==> src/hdl/telnet_receive_deframer_assert.svh <==
// Assertion macros shared by the deframer RTL.
// Each macro expects clk and arst_n to be visible where it is used.
`ifndef TELNET_RECEIVE_DEFRAMER_ASSERT_SVH
`define TELNET_RECEIVE_DEFRAMER_ASSERT_SVH

// Same-cycle implication, checked on every rising edge outside reset.
`define TRD_ASSERT_NOW(label, ante, cons, msg) \
	label: assert property (@(posedge clk) disable iff (!arst_n) (ante) |-> (cons)) \
		else $error(msg);

// Next-cycle implication, checked on every rising edge outside reset.
`define TRD_ASSERT_NEXT(label, ante, cons, msg) \
	label: assert property (@(posedge clk) disable iff (!arst_n) (ante) |=> (cons)) \
		else $error(msg);

`endif

==> src/hdl/trd_pkg.sv <==
package trd_pkg;

	// Parser states.
	typedef enum logic [2:0] {
		ST_DATA = 3'd0,
		ST_CR   = 3'd1,
		ST_IAC  = 3'd2,
		ST_SB   = 3'd3,
		ST_SE   = 3'd4,
		ST_VOID = 3'd5,
		ST_KILL = 3'd6
	} parse_state_t;

	// Decoded meaning of the byte that follows IAC.
	typedef enum logic [3:0] {
		CMD_NONE,
		CMD_AYT,
		CMD_AO,
		CMD_DM,
		CMD_START3,
		CMD_START,
		CMD_CLIENT,
		CMD_KILL,
		CMD_SB,
		CMD_NEG,
		CMD_IAC,
		CMD_BLOCK
	} cmd_t;

	// Event codes on the result channel.
	typedef enum logic [2:0] {
		EV_NONE   = 3'd0,
		EV_AYT    = 3'd1,
		EV_AO     = 3'd2,
		EV_CLIENT = 3'd3,
		EV_KILL   = 3'd4,
		EV_START3 = 3'd5
	} event_t;

	// Configuration register indexes.
	typedef enum logic [2:0] {
		REG_CLIENT_AT_RESET = 3'd0,
		REG_INITIAL_ROWS    = 3'd1,
		REG_CODE_START3     = 3'd2,
		REG_CODE_START      = 3'd3,
		REG_CODE_CLIENT     = 3'd4,
		REG_CODE_POST_KILL  = 3'd5,
		REG_CODE_BLOCK      = 3'd6
	} reg_index_t;

	localparam logic [7:0] T_SE   = 8'd240;
	localparam logic [7:0] T_DM   = 8'd242;
	localparam logic [7:0] T_AO   = 8'd245;
	localparam logic [7:0] T_AYT  = 8'd246;
	localparam logic [7:0] T_SB   = 8'd250;
	localparam logic [7:0] T_WILL = 8'd251;
	localparam logic [7:0] T_WONT = 8'd252;
	localparam logic [7:0] T_DO   = 8'd253;
	localparam logic [7:0] T_DONT = 8'd254;
	localparam logic [7:0] T_IAC  = 8'd255;

	localparam logic [7:0] OPT_NAWS = 8'd31;
	localparam logic [7:0] CH_NUL   = 8'd0;
	localparam logic [7:0] CH_LF    = 8'd10;
	localparam logic [7:0] CH_CR    = 8'd13;
	localparam logic [6:0] CH_DEL   = 7'h7f;

	localparam logic [7:0] ROWS_DEFAULT = 8'd24;
	localparam logic [7:0] ROWS_MIN     = 8'd5;
	localparam logic [7:0] ROWS_MAX     = 8'd100;

	// A NAWS body is option, width hi/lo, height hi/lo: height low sits at index 4.
	localparam int NAWS_LEN        = 5;
	localparam int NAWS_HEIGHT_IDX = 4;

	localparam logic [7:0] RST_CODE_START3    = 8'd1;
	localparam logic [7:0] RST_CODE_START     = 8'd2;
	localparam logic [7:0] RST_CODE_CLIENT    = 8'd3;
	localparam logic [7:0] RST_CODE_POST_KILL = 8'd4;
	localparam logic [7:0] RST_CODE_BLOCK     = 8'd5;

	typedef struct packed {
		logic [7:0] start3;
		logic [7:0] start;
		logic [7:0] client;
		logic [7:0] post_kill;
		logic [7:0] block;
	} cmd_codes_t;

	// Reload requests from the configuration port into the parser.
	typedef struct packed {
		logic       ld_flags;
		logic       flags_val;
		logic       ld_rows;
		logic [7:0] rows_val;
	} reload_t;

	typedef struct packed {
		logic       char_valid;
		logic [6:0] char_out;
		event_t     event_res;
		logic [7:0] rows_now;
		logic       client_now;
		logic       block_now;
		logic       byte_now;
	} result_t;

	// Command decode after IAC; the order of the tests sets the priority.
	function automatic cmd_t decode_cmd(input logic [7:0] c, input cmd_codes_t codes);
		cmd_t cmd;
		if (c == T_AYT)
			cmd = CMD_AYT;
		else if (c == T_AO)
			cmd = CMD_AO;
		else if (c == T_DM)
			cmd = CMD_DM;
		else if (c == codes.start3)
			cmd = CMD_START3;
		else if (c == codes.start)
			cmd = CMD_START;
		else if (c == codes.client)
			cmd = CMD_CLIENT;
		else if (c == codes.post_kill)
			cmd = CMD_KILL;
		else if (c == T_SB)
			cmd = CMD_SB;
		else if (c == T_WILL || c == T_WONT || c == T_DO || c == T_DONT)
			cmd = CMD_NEG;
		else if (c == T_IAC)
			cmd = CMD_IAC;
		else if (c == codes.block)
			cmd = CMD_BLOCK;
		else
			cmd = CMD_NONE;
		return cmd;
	endfunction

endpackage

==> src/hdl/trd_in_if.sv <==
interface trd_in_if;
	logic               valid;
	logic               ready;
	logic [7:0]         rx_byte;
	logic signed [15:0] post_count;

	modport source(output valid, rx_byte, post_count, input ready);
	modport sink(input valid, rx_byte, post_count, output ready);
endinterface

==> src/hdl/trd_out_if.sv <==
interface trd_out_if;
	logic       valid;
	logic       ready;
	logic       char_valid;
	logic [6:0] char_out;
	logic [2:0] event_res;
	logic [7:0] rows_now;
	logic       client_now;
	logic       block_now;
	logic       byte_now;

	modport source(output valid, char_valid, char_out, event_res, rows_now, client_now,
		block_now, byte_now, input ready);
	modport sink(input valid, char_valid, char_out, event_res, rows_now, client_now,
		block_now, byte_now, output ready);
endinterface

==> src/hdl/trd_parser.sv <==
module trd_parser
	import trd_pkg::*;
#(
	parameter int SUB_KEEP = 5
) (
	input  logic               clk,
	input  logic               arst_n,
	input  logic               step,
	input  logic [7:0]         c,
	input  logic signed [15:0] pc,
	input  cmd_codes_t         codes,
	input  reload_t            reload,
	output result_t            res
);

	localparam int CNT_W = $clog2(SUB_KEEP + 1);
	localparam int IDX_W = $clog2(SUB_KEEP);

	parse_state_t     state_q, state_n;
	logic             client_q, client_n;
	logic             block_q, block_n;
	logic             byte_q, byte_n;
	logic [7:0]       rows_q, rows_n;
	logic [CNT_W-1:0] cnt_q, cnt_n;
	logic [7:0]       sub_q [SUB_KEEP];

	cmd_t       cmd;
	logic       push, do_cmd, do_dat, finish, kill_hit;
	logic [7:0] naws_rows, fin_rows;
	logic       valid;
	logic [6:0] ch;
	event_t     ev;

	assign cmd      = decode_cmd(c, codes);
	assign kill_hit = (pc > 16'sd0) && (c == pc[7:0]);

	// Rows at the end of a body: NAWS height, then the sanity fallback.
	always_comb begin
		naws_rows = rows_q;
		if (cnt_q != '0 && sub_q[0] == OPT_NAWS) begin
			naws_rows = (cnt_q >= CNT_W'(NAWS_LEN)) ? sub_q[IDX_W'(NAWS_HEIGHT_IDX)] : 8'd0;
		end
		fin_rows = (naws_rows < ROWS_MIN || naws_rows > ROWS_MAX) ? ROWS_DEFAULT : naws_rows;
	end

	// Next parser state.
	always_comb begin
		unique case (state_q)
			ST_CR: begin
				if (c == CH_NUL || c == CH_LF)
					state_n = ST_DATA;
				else if (c == T_IAC)
					state_n = ST_IAC;
				else if (c == CH_CR && !client_q)
					state_n = ST_CR;
				else
					state_n = ST_DATA;
			end
			ST_IAC, ST_SE: begin
				if (state_q == ST_SE && c == T_SE)
					state_n = ST_DATA;
				else if (state_q == ST_SE && c == T_IAC)
					state_n = ST_SB;
				else if (cmd == CMD_KILL)
					state_n = ST_KILL;
				else if (cmd == CMD_SB)
					state_n = ST_SB;
				else if (cmd == CMD_NEG)
					state_n = ST_VOID;
				else
					state_n = ST_DATA;
			end
			ST_SB:   state_n = (c == T_IAC) ? ST_SE : ST_SB;
			ST_VOID: state_n = ST_DATA;
			ST_KILL: state_n = ST_DATA;
			default: begin
				if (c == T_IAC)
					state_n = ST_IAC;
				else if (c == CH_CR && !client_q)
					state_n = ST_CR;
				else
					state_n = ST_DATA;
			end
		endcase
	end

	// Outputs and datapath state.
	always_comb begin
		push     = 1'b0;
		do_cmd   = 1'b0;
		do_dat   = 1'b0;
		finish   = 1'b0;
		valid    = 1'b0;
		ch       = '0;
		ev       = EV_NONE;
		client_n = client_q;
		block_n  = block_q;
		byte_n   = byte_q;
		rows_n   = rows_q;
		cnt_n    = cnt_q;
		unique case (state_q)
			ST_CR:   do_dat = (c != CH_NUL && c != CH_LF);
			ST_IAC:  do_cmd = 1'b1;
			ST_SB:   push = (c != T_IAC);
			ST_SE: begin
				if (c == T_SE) begin
					finish = 1'b1;
				end else if (c == T_IAC) begin
					push = 1'b1;
				end else begin
					finish = 1'b1;
					do_cmd = 1'b1;
				end
			end
			ST_KILL: ev = kill_hit ? EV_KILL : EV_NONE;
			ST_VOID: ev = EV_NONE;
			default: do_dat = 1'b1;
		endcase
		if (finish)
			rows_n = fin_rows;
		if (push && cnt_q < CNT_W'(SUB_KEEP))
			cnt_n = cnt_q + CNT_W'(1);
		if (do_dat && c != T_IAC) begin
			valid = 1'b1;
			ch    = c[6:0];
		end
		if (do_cmd) begin
			unique case (cmd)
				CMD_AYT: ev = EV_AYT;
				CMD_AO:  ev = EV_AO;
				CMD_START3: begin
					client_n = 1'b1;
					block_n  = 1'b0;
					byte_n   = 1'b1;
					ev       = EV_START3;
				end
				CMD_START: begin
					block_n = 1'b0;
					byte_n  = 1'b1;
				end
				CMD_CLIENT: ev = EV_CLIENT;
				CMD_SB:     cnt_n = '0;
				CMD_IAC: begin
					valid = 1'b1;
					ch    = CH_DEL;
				end
				CMD_BLOCK: block_n = 1'b0;
				default:   ev = EV_NONE;
			endcase
		end
	end

	always_ff @(posedge clk or negedge arst_n) begin
		if (!arst_n) begin
			state_q  <= ST_DATA;
			client_q <= 1'b0;
			block_q  <= 1'b0;
			byte_q   <= 1'b0;
			rows_q   <= ROWS_DEFAULT;
			cnt_q    <= '0;
		end else begin
			if (step) begin
				state_q <= state_n;
				cnt_q   <= cnt_n;
			end
			if (reload.ld_flags) begin
				client_q <= reload.flags_val;
				block_q  <= reload.flags_val;
				byte_q   <= reload.flags_val;
			end else if (step) begin
				client_q <= client_n;
				block_q  <= block_n;
				byte_q   <= byte_n;
			end
			if (reload.ld_rows)
				rows_q <= (reload.rows_val == 8'd0) ? ROWS_DEFAULT : reload.rows_val;
			else if (step)
				rows_q <= rows_n;
		end
	end

	// Body capture; entries are only read after being written in the current body.
	always_ff @(posedge clk) begin
		if (step && push && cnt_q < CNT_W'(SUB_KEEP))
			sub_q[cnt_q[IDX_W-1:0]] <= c;
	end

	assign res = '{
		char_valid: valid,
		char_out:   ch,
		event_res:  ev,
		rows_now:   rows_n,
		client_now: client_n,
		block_now:  block_n,
		byte_now:   byte_n
	};

endmodule

==> src/hdl/telnet_receive_deframer.sv <==
// Telnet receive deframer.
// Bytes from the link arrive one per beat on din (rx_byte plus the current signed
// post_count). Every accepted beat yields exactly one result beat on dout: an optional
// 7-bit character, an event code, and the screen rows and mode flags as they stand
// after that byte.
// The parser state is updated in the cycle a beat is accepted and the result is held
// in a single output register, so the result appears in the cycle after acceptance and one
// byte is taken per cycle while results are drained. That register is the only buffering:
// din.ready is high whenever it is empty or being drained, so a stalled receiver holds the
// current result and stops intake until the beat is taken.
// Configuration writes through wr_en/wr_index/wr_data are taken at once and are meant
// for idle periods; writing client_at_reset reloads the mode flags and writing
// initial_rows reloads the screen rows (zero means 24).
// Asynchronous reset returns the parser to plain data, the registers to their defaults,
// the flags to zero and the rows to 24; no result is pending afterwards.
`include "telnet_receive_deframer_assert.svh"

module telnet_receive_deframer
	import trd_pkg::*;
#(
	parameter int SUB_KEEP = 5
) (
	input  logic       clk,
	input  logic       arst_n,
	input  logic       wr_en,
	input  logic [2:0] wr_index,
	input  logic [7:0] wr_data,
	trd_in_if.sink     din,
	trd_out_if.source  dout
);

	// Configuration registers.
	cmd_codes_t codes_q;
	reload_t    reload;

	// Output stage.
	logic    out_valid_q;
	result_t res_q;
	result_t res_d;
	logic    step;

	// The ready signal only depends on the output register having room.
	assign din.ready = !out_valid_q || dout.ready;
	assign step      = din.valid && din.ready;

	always_ff @(posedge clk or negedge arst_n) begin
		if (!arst_n) begin
			codes_q           <= '{
				start3:    RST_CODE_START3,
				start:     RST_CODE_START,
				client:    RST_CODE_CLIENT,
				post_kill: RST_CODE_POST_KILL,
				block:     RST_CODE_BLOCK
			};
		end else if (wr_en) begin
			unique case (wr_index)
				REG_CODE_START3:     codes_q.start3    <= wr_data;
				REG_CODE_START:      codes_q.start     <= wr_data;
				REG_CODE_CLIENT:     codes_q.client    <= wr_data;
				REG_CODE_POST_KILL:  codes_q.post_kill <= wr_data;
				REG_CODE_BLOCK:      codes_q.block     <= wr_data;
				default:             codes_q           <= codes_q;
			endcase
		end
	end

	// A write to either of the first two registers acts only by reloading the
	// live state that it seeds; nothing else reads those values.
	assign reload = '{
		ld_flags:  wr_en && (wr_index == REG_CLIENT_AT_RESET),
		flags_val: wr_data[0],
		ld_rows:   wr_en && (wr_index == REG_INITIAL_ROWS),
		rows_val:  wr_data
	};

	trd_parser #(
		.SUB_KEEP(SUB_KEEP)
	) u_parser (
		.clk    (clk),
		.arst_n (arst_n),
		.step   (step),
		.c      (din.rx_byte),
		.pc     (din.post_count),
		.codes  (codes_q),
		.reload (reload),
		.res    (res_d)
	);

	always_ff @(posedge clk or negedge arst_n) begin
		if (!arst_n) begin
			out_valid_q <= 1'b0;
		end else if (step) begin
			out_valid_q <= 1'b1;
		end else if (dout.ready) begin
			out_valid_q <= 1'b0;
		end
	end

	always_ff @(posedge clk) begin
		if (step)
			res_q <= res_d;
	end

	assign dout.valid      = out_valid_q;
	assign dout.char_valid = res_q.char_valid;
	assign dout.char_out   = res_q.char_out;
	assign dout.event_res  = res_q.event_res;
	assign dout.rows_now   = res_q.rows_now;
	assign dout.client_now = res_q.client_now;
	assign dout.block_now  = res_q.block_now;
	assign dout.byte_now   = res_q.byte_now;

	// Every accepted byte must leave a result beat behind it.
	`TRD_ASSERT_NEXT(a_step_gives_result, step, dout.valid, "accepted byte produced no result")
	// A held result must block further intake.
	`TRD_ASSERT_NOW(a_stall_blocks_input, dout.valid && !dout.ready, !din.ready,
		"input taken while result stalled")
	// A character and an event never come from the same byte.
	`TRD_ASSERT_NOW(a_char_xor_event, dout.valid && dout.char_valid, dout.event_res == EV_NONE,
		"character and event in one result")
	// Configuration and the 24 fallback: rows never read zero.
	`TRD_ASSERT_NOW(a_rows_nonzero, dout.valid, dout.rows_now != 8'd0,
		"screen rows reported as zero")

endmodule
==> src/flat_wrapper.sv <==
// flat-port wrapper written by rule: the top's interface ports become plain ports
module telnet_receive_deframer_flat import trd_pkg::*;
#(
	parameter int SUB_KEEP = 5
)
  (clk, arst_n, wr_en, wr_index, wr_data, din_valid, din_rx_byte, din_post_count, din_ready, dout_valid, dout_char_valid, dout_char_out, dout_event_res, dout_rows_now, dout_client_now, dout_block_now, dout_byte_now, dout_ready);
  trd_in_if din_i ();
  trd_out_if dout_i ();
  input  logic clk;
  input  logic arst_n;
  input  logic wr_en;
  input  logic [2:0] wr_index;
  input  logic [7:0] wr_data;
  input wire logic [$bits(din_i.valid)-1:0] din_valid;
  input wire logic [$bits(din_i.rx_byte)-1:0] din_rx_byte;
  input wire logic [$bits(din_i.post_count)-1:0] din_post_count;
  output wire logic [$bits(din_i.ready)-1:0] din_ready;
  output wire logic [$bits(dout_i.valid)-1:0] dout_valid;
  output wire logic [$bits(dout_i.char_valid)-1:0] dout_char_valid;
  output wire logic [$bits(dout_i.char_out)-1:0] dout_char_out;
  output wire logic [$bits(dout_i.event_res)-1:0] dout_event_res;
  output wire logic [$bits(dout_i.rows_now)-1:0] dout_rows_now;
  output wire logic [$bits(dout_i.client_now)-1:0] dout_client_now;
  output wire logic [$bits(dout_i.block_now)-1:0] dout_block_now;
  output wire logic [$bits(dout_i.byte_now)-1:0] dout_byte_now;
  input wire logic [$bits(dout_i.ready)-1:0] dout_ready;
  assign din_i.valid = din_valid;
  assign din_i.rx_byte = din_rx_byte;
  assign din_i.post_count = din_post_count;
  assign din_ready = din_i.ready;
  assign dout_valid = dout_i.valid;
  assign dout_char_valid = dout_i.char_valid;
  assign dout_char_out = dout_i.char_out;
  assign dout_event_res = dout_i.event_res;
  assign dout_rows_now = dout_i.rows_now;
  assign dout_client_now = dout_i.client_now;
  assign dout_block_now = dout_i.block_now;
  assign dout_byte_now = dout_i.byte_now;
  assign dout_i.ready = dout_ready;
  telnet_receive_deframer #(.SUB_KEEP(SUB_KEEP)) u_core (.clk(clk), .arst_n(arst_n), .wr_en(wr_en), .wr_index(wr_index), .wr_data(wr_data), .din(din_i), .dout(dout_i));
endmodule
==> config.mk <==
export PLATFORM = sky130hd
export DESIGN_NAME = telnet_receive_deframer_flat
export DESIGN_NICKNAME = d
export VERILOG_FILES = /design/src/hdl/trd_pkg.sv /design/src/hdl/trd_in_if.sv /design/src/hdl/trd_out_if.sv /design/src/hdl/trd_parser.sv /design/src/hdl/telnet_receive_deframer.sv /design/src/flat_wrapper.sv
export VERILOG_INCLUDE_DIRS = /design/src /design/src/hdl
export SDC_FILE = /design/constraint.sdc
export NUM_CORES = 1
export LEC_CHECK = 0
export BUFFER_PORTS_ARGS = -buffer_cell sky130_fd_sc_hd__buf_2
export CAP_MARGIN = 10
export CELL_PAD_IN_SITES_DETAIL_PLACEMENT = 0
export CELL_PAD_IN_SITES_GLOBAL_PLACEMENT = 1
export CORE_UTILIZATION = 35
export CTS_CLUSTER_SIZE = 28
export DETAILED_ROUTE_END_ITERATION = 8
export PLACE_DENSITY = 0.65
export SYNTH_ARGS = -nofsm -noshare
export SYNTH_HDL_FRONTEND = slang
export SYNTH_SLANG_ARGS = --single-unit
==> constraint.sdc <==
create_clock -name clk -period 2.4 [get_ports clk]
set_input_delay 0.24 -clock clk [delete_from_list [all_inputs] [get_ports clk]]
set_output_delay 0.24 -clock clk [all_outputs]
set_load 0.03 [all_outputs]
## After elaboration in Yosys (flattened, before gate mapping)

Memories as Yosys holds them, arrays and structs flattened.
Index checks and enable logic that the tools add are counted.

- Bits in registers: 80
- Bits in writable memories: 40
- Input port bits: 40
- Output and inout bits: 24
- Logic and storage cells: 175
- Memories: 1

- Add/subtract/negate cells: 1
- Order comparisons: 5
- Eq/ne operators: 43
- Mux-type cells: 66
- Reductions and logical operators: 40

Memories:

| name | words | bits a word | read ports | clocked after Yosys merged registers in | wr ports | line | RTL |
|---|---|---|---|---|---|---|---|
| u_core.u_parser.sub_q | 5 | 8 | 2 | 0 | 1 | trd_parser.sv:25 | `logic [7:0] sub_q [SUB_KEEP];` |

Operators by type and width:

| kind | number |
|---|---|
| $eq A8 B8 Y1 const B | 10 |
| $mux W8 | 7 |
| $eq A8 B8 Y1 | 6 |
| $mux W4 | 11 |
| $mux W3 | 12 |
| $mux W1 | 26 |
| $mux W7 | 3 |
| $eq A3 B3 Y1 const B | 6 |
| $eq A4 B3 Y1 const B | 4 |
| $eq A4 B4 Y1 const B | 4 |
| $eq A8 B4 Y1 const B | 2 |
| $gt A16 B1 Y1 const B | 1 |
| $logic_not A8 Y1 | 2 |
| $pmux W3 S5 | 1 |
| $logic_and A1 B1 Y1 | 13 |
| $eq A3 B2 Y1 const B | 4 |
| $pmux W3 S4 | 1 |
| $reduce_and A2 Y1 | 5 |
| $eq A8 B5 Y1 const B | 1 |
| $gt A8 B7 Y1 const B | 1 |
| $lt A8 B3 Y1 const B | 1 |
| $ne A8 B4 Y1 const B | 1 |
| $ne A8 B8 Y1 const B | 1 |
| $reduce_bool A8 Y1 | 1 |
| other kinds (17) | 31 |

## Logic depth before layout (Yosys ltp)

Gate-level depths: netlist (run 1).

- Word-level depth: 20
- Gate-level depth with buffers: 12
- Gate-level depth less buffers: 10

## Hierarchy

From an unflattened synthesis (run 1), not the netlist that was laid out.

- Cell total of the unflattened synthesis: 451
- Area total of the unflattened synthesis: 5326.4 µm²

Modules (own cells, without submodules):

| module | times used | cells an instance | area an instance (µm²) | seq. area each (µm²) |
|---|---|---|---|---|
| trd_parser | 1 | 335 | 2982.9 | 908.4 |
| telnet_receive_deframer | 1 | 116 | 2343.5 | 1695.4 |

## Least setup slack after synthesis (run 1)

OpenSTA, ideal clock, no wires.

- Kind: register to register
- Start point: register u_core.out_valid_q, in the netlist u_core.dout.valid
- End point: register u_core.u_parser.rows_q[2]
- Library setup time: 0.135 ns
- Data arrival time: 2.319 ns
- Required time: 2.265 ns
- Slack: -0.055 ns
- Cell stages (with the launch flop): 7
- Buffers on the path: 1
- Period minus slack after synthesis: 2.455 ns
- Cell sequence: dfrtp_1 nand2b_1 nand2_1 inv_1 clkbuf_1 mux2i_1 o21ai_0

- Word-level cells in the longest chain between the ends: 4

RTL lines:

| item | line | RTL |
|---|---|---|
| from (decl) | telnet_receive_deframer.sv:37 | `logic out_valid_q;` |
| from (signal assigned) | telnet_receive_deframer.sv:91 | `out_valid_q <= 1'b0;` |
| from (signal assigned) | telnet_receive_deframer.sv:93 | `out_valid_q <= 1'b1;` |
| from (signal assigned) | telnet_receive_deframer.sv:95 | `out_valid_q <= 1'b0;` |
| $logic_not A1 Y1 | telnet_receive_deframer.sv:43 | `assign din.ready = !out_valid_q \|\| dout.ready;` |
| $logic_or A1 B1 Y1 | telnet_receive_deframer.sv:43 |  |
| via din_ready | flat_wrapper.sv:17 | `output wire logic [$bits(din_i.ready)-1:0] din_ready;` |
| $logic_and A1 B1 Y1 | telnet_receive_deframer.sv:44 | `assign step = din.valid && din.ready;` |
| via u_core.step | telnet_receive_deframer.sv:40 | `logic step;` |
| $reduce_bool A2 Y1 (no line) | n/a |  |
| to (signal assigned) | trd_parser.sv:176 | `rows_q <= (reload.rows_val == 8'd0) ? ROWS_DEFAULT : reload.rows_val;` |
| to (signal assigned) | trd_parser.sv:178 | `rows_q <= rows_n;` |
| to (decl) | trd_parser.sv:23 | `logic [7:0] rows_q, rows_n;` |

The timed path passes the listed nets, and every way through them passes these cells.
A chain may end at the register's enable or synchronous reset.

==> impl_metrics.py, run 1 <==
metrics = {
    "global_route": {
        "first_global_vias": 3788,
        "antenna_found_initial": 0,
        "grt_max_degree": 36,
        "grt_use_total_pct": 19.5,
        "grt_overflow_total": 0,
        "grt_pass1_wl_um": 21000,
    },
    "synthesis": {
        "postSynthCellCount": 422,
        "synth_most_common_cell": "dfrtp_1",
        "synth-seq-cells": 96,
        "yosys-top-cells-area": "dfrtp_1 25%, edfxtp_1 23%, mux2_2 8.3%, xor2_1 7.5%, dfstp_2 4.7%",
        "ys_seq_area_share_pct": 52.1,
        "async_reset_ff_share_pct": 60.4,
        "syn-cell-area_um2": 5000,
        "synth_top_area_share_pct": 24.5,
        "netlist-cell-type-count": 61,
        "avgSynthCellArea_um2": 11.8,
        "yosysWarningCount": 0,
        "synth_ff_type": "dfrtp_1",
        "synth_edf_count": 38,
        "netlist.top_cell.by_area": "dfrtp_1",
        "synth_common_cells": "49 x dfrtp_1, 43 x xor2_1, 38 x edfxtp_1",
        "synth_nets": 465,
    },
    "hold_path": {
        "hold_depth": 2,
        "hold_class": "primary input to flop",
        "min-delay-start": "din_valid",
        "hold_end": "u_core.dout.valid",
    },
    "finish": {
        "drive_gt1_share_pct": 39.8,
        "syn_to_final_growth_pct": 25.1,
        "layoutNonFillerInstCount": 718,
        "nNetsFinal": 576,
        "diodes": 0,
    },
    "detailed_routing": {
        "met1Wirelength_um": 5990,
        "vias": 3664,
        "drt_iter0_drc": 232,
        "routed.top_layer": "met4",
        "vias_per_cell": 5.10,
        "first_pass_iters": 4,
        "wl_per_cell_um": 18.4,
        "wl_met2_um": 6580,
        "ant_nets": 0,
        "routed_wl_um": 13200,
        "wl_met3_um": 442,
        "drc": 0,
    },
    "critical_path": {
        "worst_setup_path_start_kind": "flop",
        "required_ps": 2510,
        "reg2reg_slack_ps": -30,
        "critPathKind": "flop to flop",
        "worstRegToRegCells": 9,
        "r2r_end": "u_core.dout.byte_now",
        "path_max_fanout": 4,
        "worstSetupEndpointType": "flop",
        "cp.arrival_ps": 2540,
        "cp-startpoint": "u_core.codes_q[16]",
        "regToRegStartpoint": "u_core.codes_q[16]",
    },
    "floorplan": {
        "initial_core_util_pct": 36.0,
        "core_um2": 13900,
        "io_pins": 64,
        "dieHeight_um": 121,
        "dieWidth_um": 121,
        "die_area_um2": 14800,
        "rows": 43,
    },
    "sta": {
        "fin_hold_ws_ps": 106,
        "hold_viol_final": 0,
        "grt_setup_unrepaired": "yes",
        "relSlewSlack_pct": 51.3,
        "skew_ps": 8.73,
        "worst_pin_slew_ps": 723,
        "fin_crit_ps": 2430,
        "tns_ps": -38.9,
        "postLayoutSetupSlackWorst_ps": -34.2,
        "setup-violations-final": 3,
        "fmax_mhz": 411,
        "fin_crit_sh_pct": 101,
        "slew_violations": 0,
    },
    "placed_design": {
        "pre_cts_slack_ps": -256,
        "dp.cells": 697,
        "io_buffers": 63,
        "gp_congestion": 0.862,
        "hpwl_um": 10000,
    },
    "clocking": {
        "insertion_delay_ps": 360,
        "htreeDepth": 3,
        "clkSinkCount": 96,
        "path_clk_slew_ps": 70,
        "numCtsBuffers": 9,
        "clock_path_buffers": 2,
        "cts_tree": "yes",
        "cts-root-buf": "clkbuf_16",
    },
    "pwr": {
        "total_power_mw": 4.72,
        "peakVddDrop_uv": 487,
        "p_per_area_nw_per_um2": 755,
        "p_leak_nw": 2.56,
    },
    "job": {
        "maxCapViolCount": 0,
    },
    "status": {
        "failed_checks": "setup timing",
        "outcome": "finished with violations",
    },
}
==> registers in the layout, indices dropped and copies added, names as in the netlist, 3 cells and up <==
name                     flops
u_core.codes_q              40
u_core.dout.char_out         7
u_core.dout.rows_now         8
u_core.u_parser.state_q      3
u_core.u_parser.rows_q       8
u_core.dout.event_res        3
u_core.u_parser.sub_q       16
u_core.u_parser.cnt_q        3
==> layer usage <==
metal	up-vias	global-route usage (%)
met5	-	0
met1	1822	25.2
li1	1758	-
met4	0	6.64
met2	70	32.7
met3	14	3.34
==> power by group <==
group | switching [mW] | internal [mW] | leakage (nW)
registers | 0.174 | 2.02 | 1.05
logic | 0.537 | 0.484 | 1.36
clock network | 0.675 | 0.831 | 0.151
total | 1.39 | 3.33 | 2.56
==> layout make-up <==
class / instances / area (um2)
fillers: 1332 / 7630
flip-flops and latches: 96 / 2600
multi-input cells: 295 / 2310
repair buffers: 120 / 749
clock buffers: 9 / 225
well taps: 180 / 225
clock inverters: 7 / 91.3
inverters: 11 / 41.3
==> metrics by stage <==
stage,instance area (um2),utilization [%]
after floorplan,5000,-
after global placement,5790,41.7
after detailed placement,5790,41.7
after CTS,6180,44.5
after global routing,6250,45.0
final,6250,45.0
==> how the worst max path moves through the flow <==
stage / cells past startpoint / slack [ps] / end
after global placement: 11 / -210 / u_core.dout.char_out[2]
after CTS: 9 / -30 / u_core.dout.char_out[1]
after detailed placement: 11 / -260 / u_core.dout.char_out[1]
after floorplan: 11 / 190 / u_core.u_parser.cnt_q[0]
final: 9 / -30 / u_core.dout.byte_now
after global routing: 9 / -170 / u_core.dout.char_out[5]
==> worst max-delay path, cell delays in order, from the launching register on <==
cell and delay (ps):
dfstp_2 550, xnor2_2 110, nand4_1 170, or2_1 280, nand4_1 140, nand2_1 80, o221a_4 280, buf_4 150
and2_4 150, or2_2 270
==> cells in the final DEF, fill, tap and decap left out, drive strengths merged, types with 9 or more instances in the layout <==
master and count:
nor3 12, clkbuf 9, o21ai 17, xor2 43
mux2 38, dfstp 9, edfxtp 38, nand2 31
nor4 19, dfrtp 49, buf 119, and2 13
nand4 9, inv 13, nor2 21
==> logic make-up after synthesis <==
logic type	synth area share, %
flops	52.1
compound gates	9.04
simple gates	15.7
xor+xnor	8.94
buf+inv	3.58
fa+ha+maj	0.751
mux	9.84
==> what timing repair did <==
item                                    CTS  global route
hold buffers                              1             0
hold endpoints to repair                  8             0
resized for setup                         8            13
buffers inserted                          5             0
endpoints found under the setup margin   16            31
pin swaps                                19            16
(Power assumes the default switching activity.)
==> run 2, diff against run 1 <==
--- a/config.mk
+++ b/config.mk
@@ -13,6 +13,7 @@
 export CORE_UTILIZATION = 35
 export CTS_CLUSTER_SIZE = 28
 export DETAILED_ROUTE_END_ITERATION = 8
+export MAX_ROUTING_LAYER = met4
 export PLACE_DENSITY = 0.65
 export SYNTH_ARGS = -nofsm -noshare
 export SYNTH_HDL_FRONTEND = slang
==> impl_metrics.py, run 2 (same netlist as run 1, synthesis figures left out) <==
metrics = {
    "status": {
        "outcome": "finished with violations",
        "failed_checks": "setup timing",
    },
    "clocking": {
        "insertion_delay_ps": 350,
        "cts-root-buf": "clkbuf_16",
        "numCtsBuffers": 9,
        "clock_path_buffers": 2,
        "cts_tree": "yes",
        "htreeDepth": 3,
        "path_clk_slew_ps": 70,
        "clkSinkCount": 96,
    },
    "sta": {
        "fmax_mhz": 403,
        "skew_ps": 5.11,
        "slew_violations": 0,
        "relSlewSlack_pct": 44.8,
        "grt_setup_unrepaired": "yes",
        "worst_pin_slew_ps": 820,
        "fin_crit_ps": 2480,
        "setup-violations-final": 11,
        "tns_ps": -440,
        "fin_hold_ws_ps": 105,
        "postLayoutSetupSlackWorst_ps": -81.7,
        "fin_crit_sh_pct": 103,
        "hold_viol_final": 0,
    },
    "finish": {
        "largest_reg_flops": 40,
        "syn_to_final_growth_pct": 25.5,
        "final_cell_mix": "63 x buf_2, 57 x buf_4, 49 x dfrtp_1",
        "nNetsFinal": 580,
        "fillers": 1327,
        "top_register": "u_core.codes_q",
        "fin_util_pct": 45.2,
        "drive_gt1_share_pct": 39.9,
        "layoutNonFillerInstCount": 722,
        "diodes": 0,
        "mostFrequentLayoutCell": "buf_2",
        "fin_area_um2": 6270,
    },
    "job": {
        "maxCapViolCount": 0,
    },
    "detailed_routing": {
        "drc": 0,
        "wl_per_cell_um": 18.4,
        "drt_iter0_drc": 270,
        "wl_met3_um": 427,
        "vias": 3693,
        "first_pass_iters": 4,
        "routed_wl_um": 13300,
        "ant_nets": 0,
        "vias_per_cell": 5.11,
        "met1Wirelength_um": 5990,
        "routed.top_layer": "met4",
        "wl_met2_um": 6670,
    },
    "global_route": {
        "antenna_found_initial": 0,
        "grt_max_degree": 36,
        "first_global_vias": 3741,
        "grt_use_total_pct": 19.9,
        "grt_overflow_total": 0,
        "grt_pass1_wl_um": 20700,
    },
    "pwr": {
        "seq_power_share_pct": 47.5,
        "power.switching_mw": 1.32,
        "internal_power_mw": 3.31,
        "p_per_area_nw_per_um2": 738,
        "p_leak_nw": 2.58,
        "switching_share_pct": 28.6,
        "peakVddDrop_uv": 437,
        "p_comb_share_pct": 22.1,
        "p_clk_share_pct": 30.4,
    },
    "floorplan": {
        "rows": 43,
        "die_area_um2": 14800,
        "io_pins": 64,
        "initial_core_util_pct": 36.0,
        "dieHeight_um": 121,
        "core_um2": 13900,
        "dieWidth_um": 121,
    },
    "placed_design": {
        "gp_congestion": 0.875,
        "postPlaceCellArea_um2": 5810,
        "dp.cells": 700,
        "io_buffers": 63,
        "hpwl_um": 10000,
    },
    "critical_path": {
        "critical_path_buf_inv_count": 1,
        "cp.arrival_ps": 2580,
        "cp_top_family": "simple AND/OR/NAND/NOR gates",
        "crit_slowest_cell": "dfstp_2",
        "crit_path_frequent_cell": "nand4_1",
        "crit_path_cell_trace": "xnor2_2 -> nand4_1 -> or2_1 -> nand4_1 -> nand2_1 -> o221a_4 -> buf_4 -> and2_4 -> or2_2",
        "worstSetupEndpointType": "flop",
        "critPathKind": "flop to flop",
        "critPathMaxStageDelay_ps": 550,
        "worst_setup_path_start_kind": "flop",
        "required_ps": 2500,
        "path_max_fanout": 5,
    },
    "hold_path": {
        "hold_class": "primary input to flop",
    },
}
[run 2: worst reg2reg max path: stages (launching register included)]
cell     delay [ps]
dfstp_2         550
xnor2_2         110
nand4_1         190
or2_1           300
nand4_1         130
nand2_1          80
o221a_4         300
buf_4           150
and2_4          150
or2_2           280
[run 2: final cells by class]
| type | count | area (um2) | share of cell area [%] |
|---|---|---|---|
| multi-input combinational | 295 | 2320 | 37.0 |
| clock buffer | 10 | 229 | 3.65 |
| sequential | 96 | 2600 | 41.5 |
| timing repair buffer | 124 | 796 | 12.7 |
| inverter | 11 | 41.3 | 0.658 |
| clock inverter | 6 | 58.8 | 0.938 |
| tap | 180 | 225 | 3.59 |
[run 2: per-layer routing]
| metal | up-vias | track usage (%) |
|---|---|---|
| met5 | - | - |
| met4 | 0 | 6.10 |
| met3 | 14 | 3.38 |
| met2 | 72 | 33.0 |
| met1 | 1829 | 24.7 |
| li1 | 1778 | - |
[run 2: power groups by stage]
stage                     combinational, mW  clock [mW]  sequential (mW)
after floorplan                       0.593           0             2.27
after global placement                0.958           0             2.22
after detailed placement              0.971           0             2.23
after CTS                              1.00        1.45             2.20
after global routing                   1.13        1.50             2.23
final                                  1.02        1.41             2.20
[run 2: timing repair]
item | 4_1_cts | 5_1_grt
hold buffers | 1 | 0
hold endpoints to repair | 21 | 0
setup endpoints to repair | 15 | 28
pin swaps | 15 | 18
setup buffers | 5 | 2
resized for setup | 11 | 13
[run 2: per-stage QoR]
stage                     power (mW)  worst slack, ps
after global placement          3.18             -206
after global routing            4.86             -170
final                           4.63            -81.7
after CTS                       4.65            -53.4
after detailed placement        3.20             -250
after floorplan                 2.86              192
[run 2: worst paths after layout]
| path | from | to | slack [ps] | cells past startpoint |
|---|---|---|---|---|
| min in group asynchronous | arst_n | u_core.codes_q[24] | 440 | 2 |
| max in group asynchronous | arst_n | u_core.u_parser.rows_q[3] | 1210 | 3 |
| setup / recovery | u_core.codes_q[16] | u_core.dout.byte_now | -80 | 9 |
| hold / removal | din_valid | u_core.dout.valid | 110 | 2 |
| setup reg to reg | u_core.codes_q[16] | u_core.dout.byte_now | -80 | 9 |
| hold reg to reg | u_core.codes_q[0] | u_core.codes_q[0] | 510 | 2 |
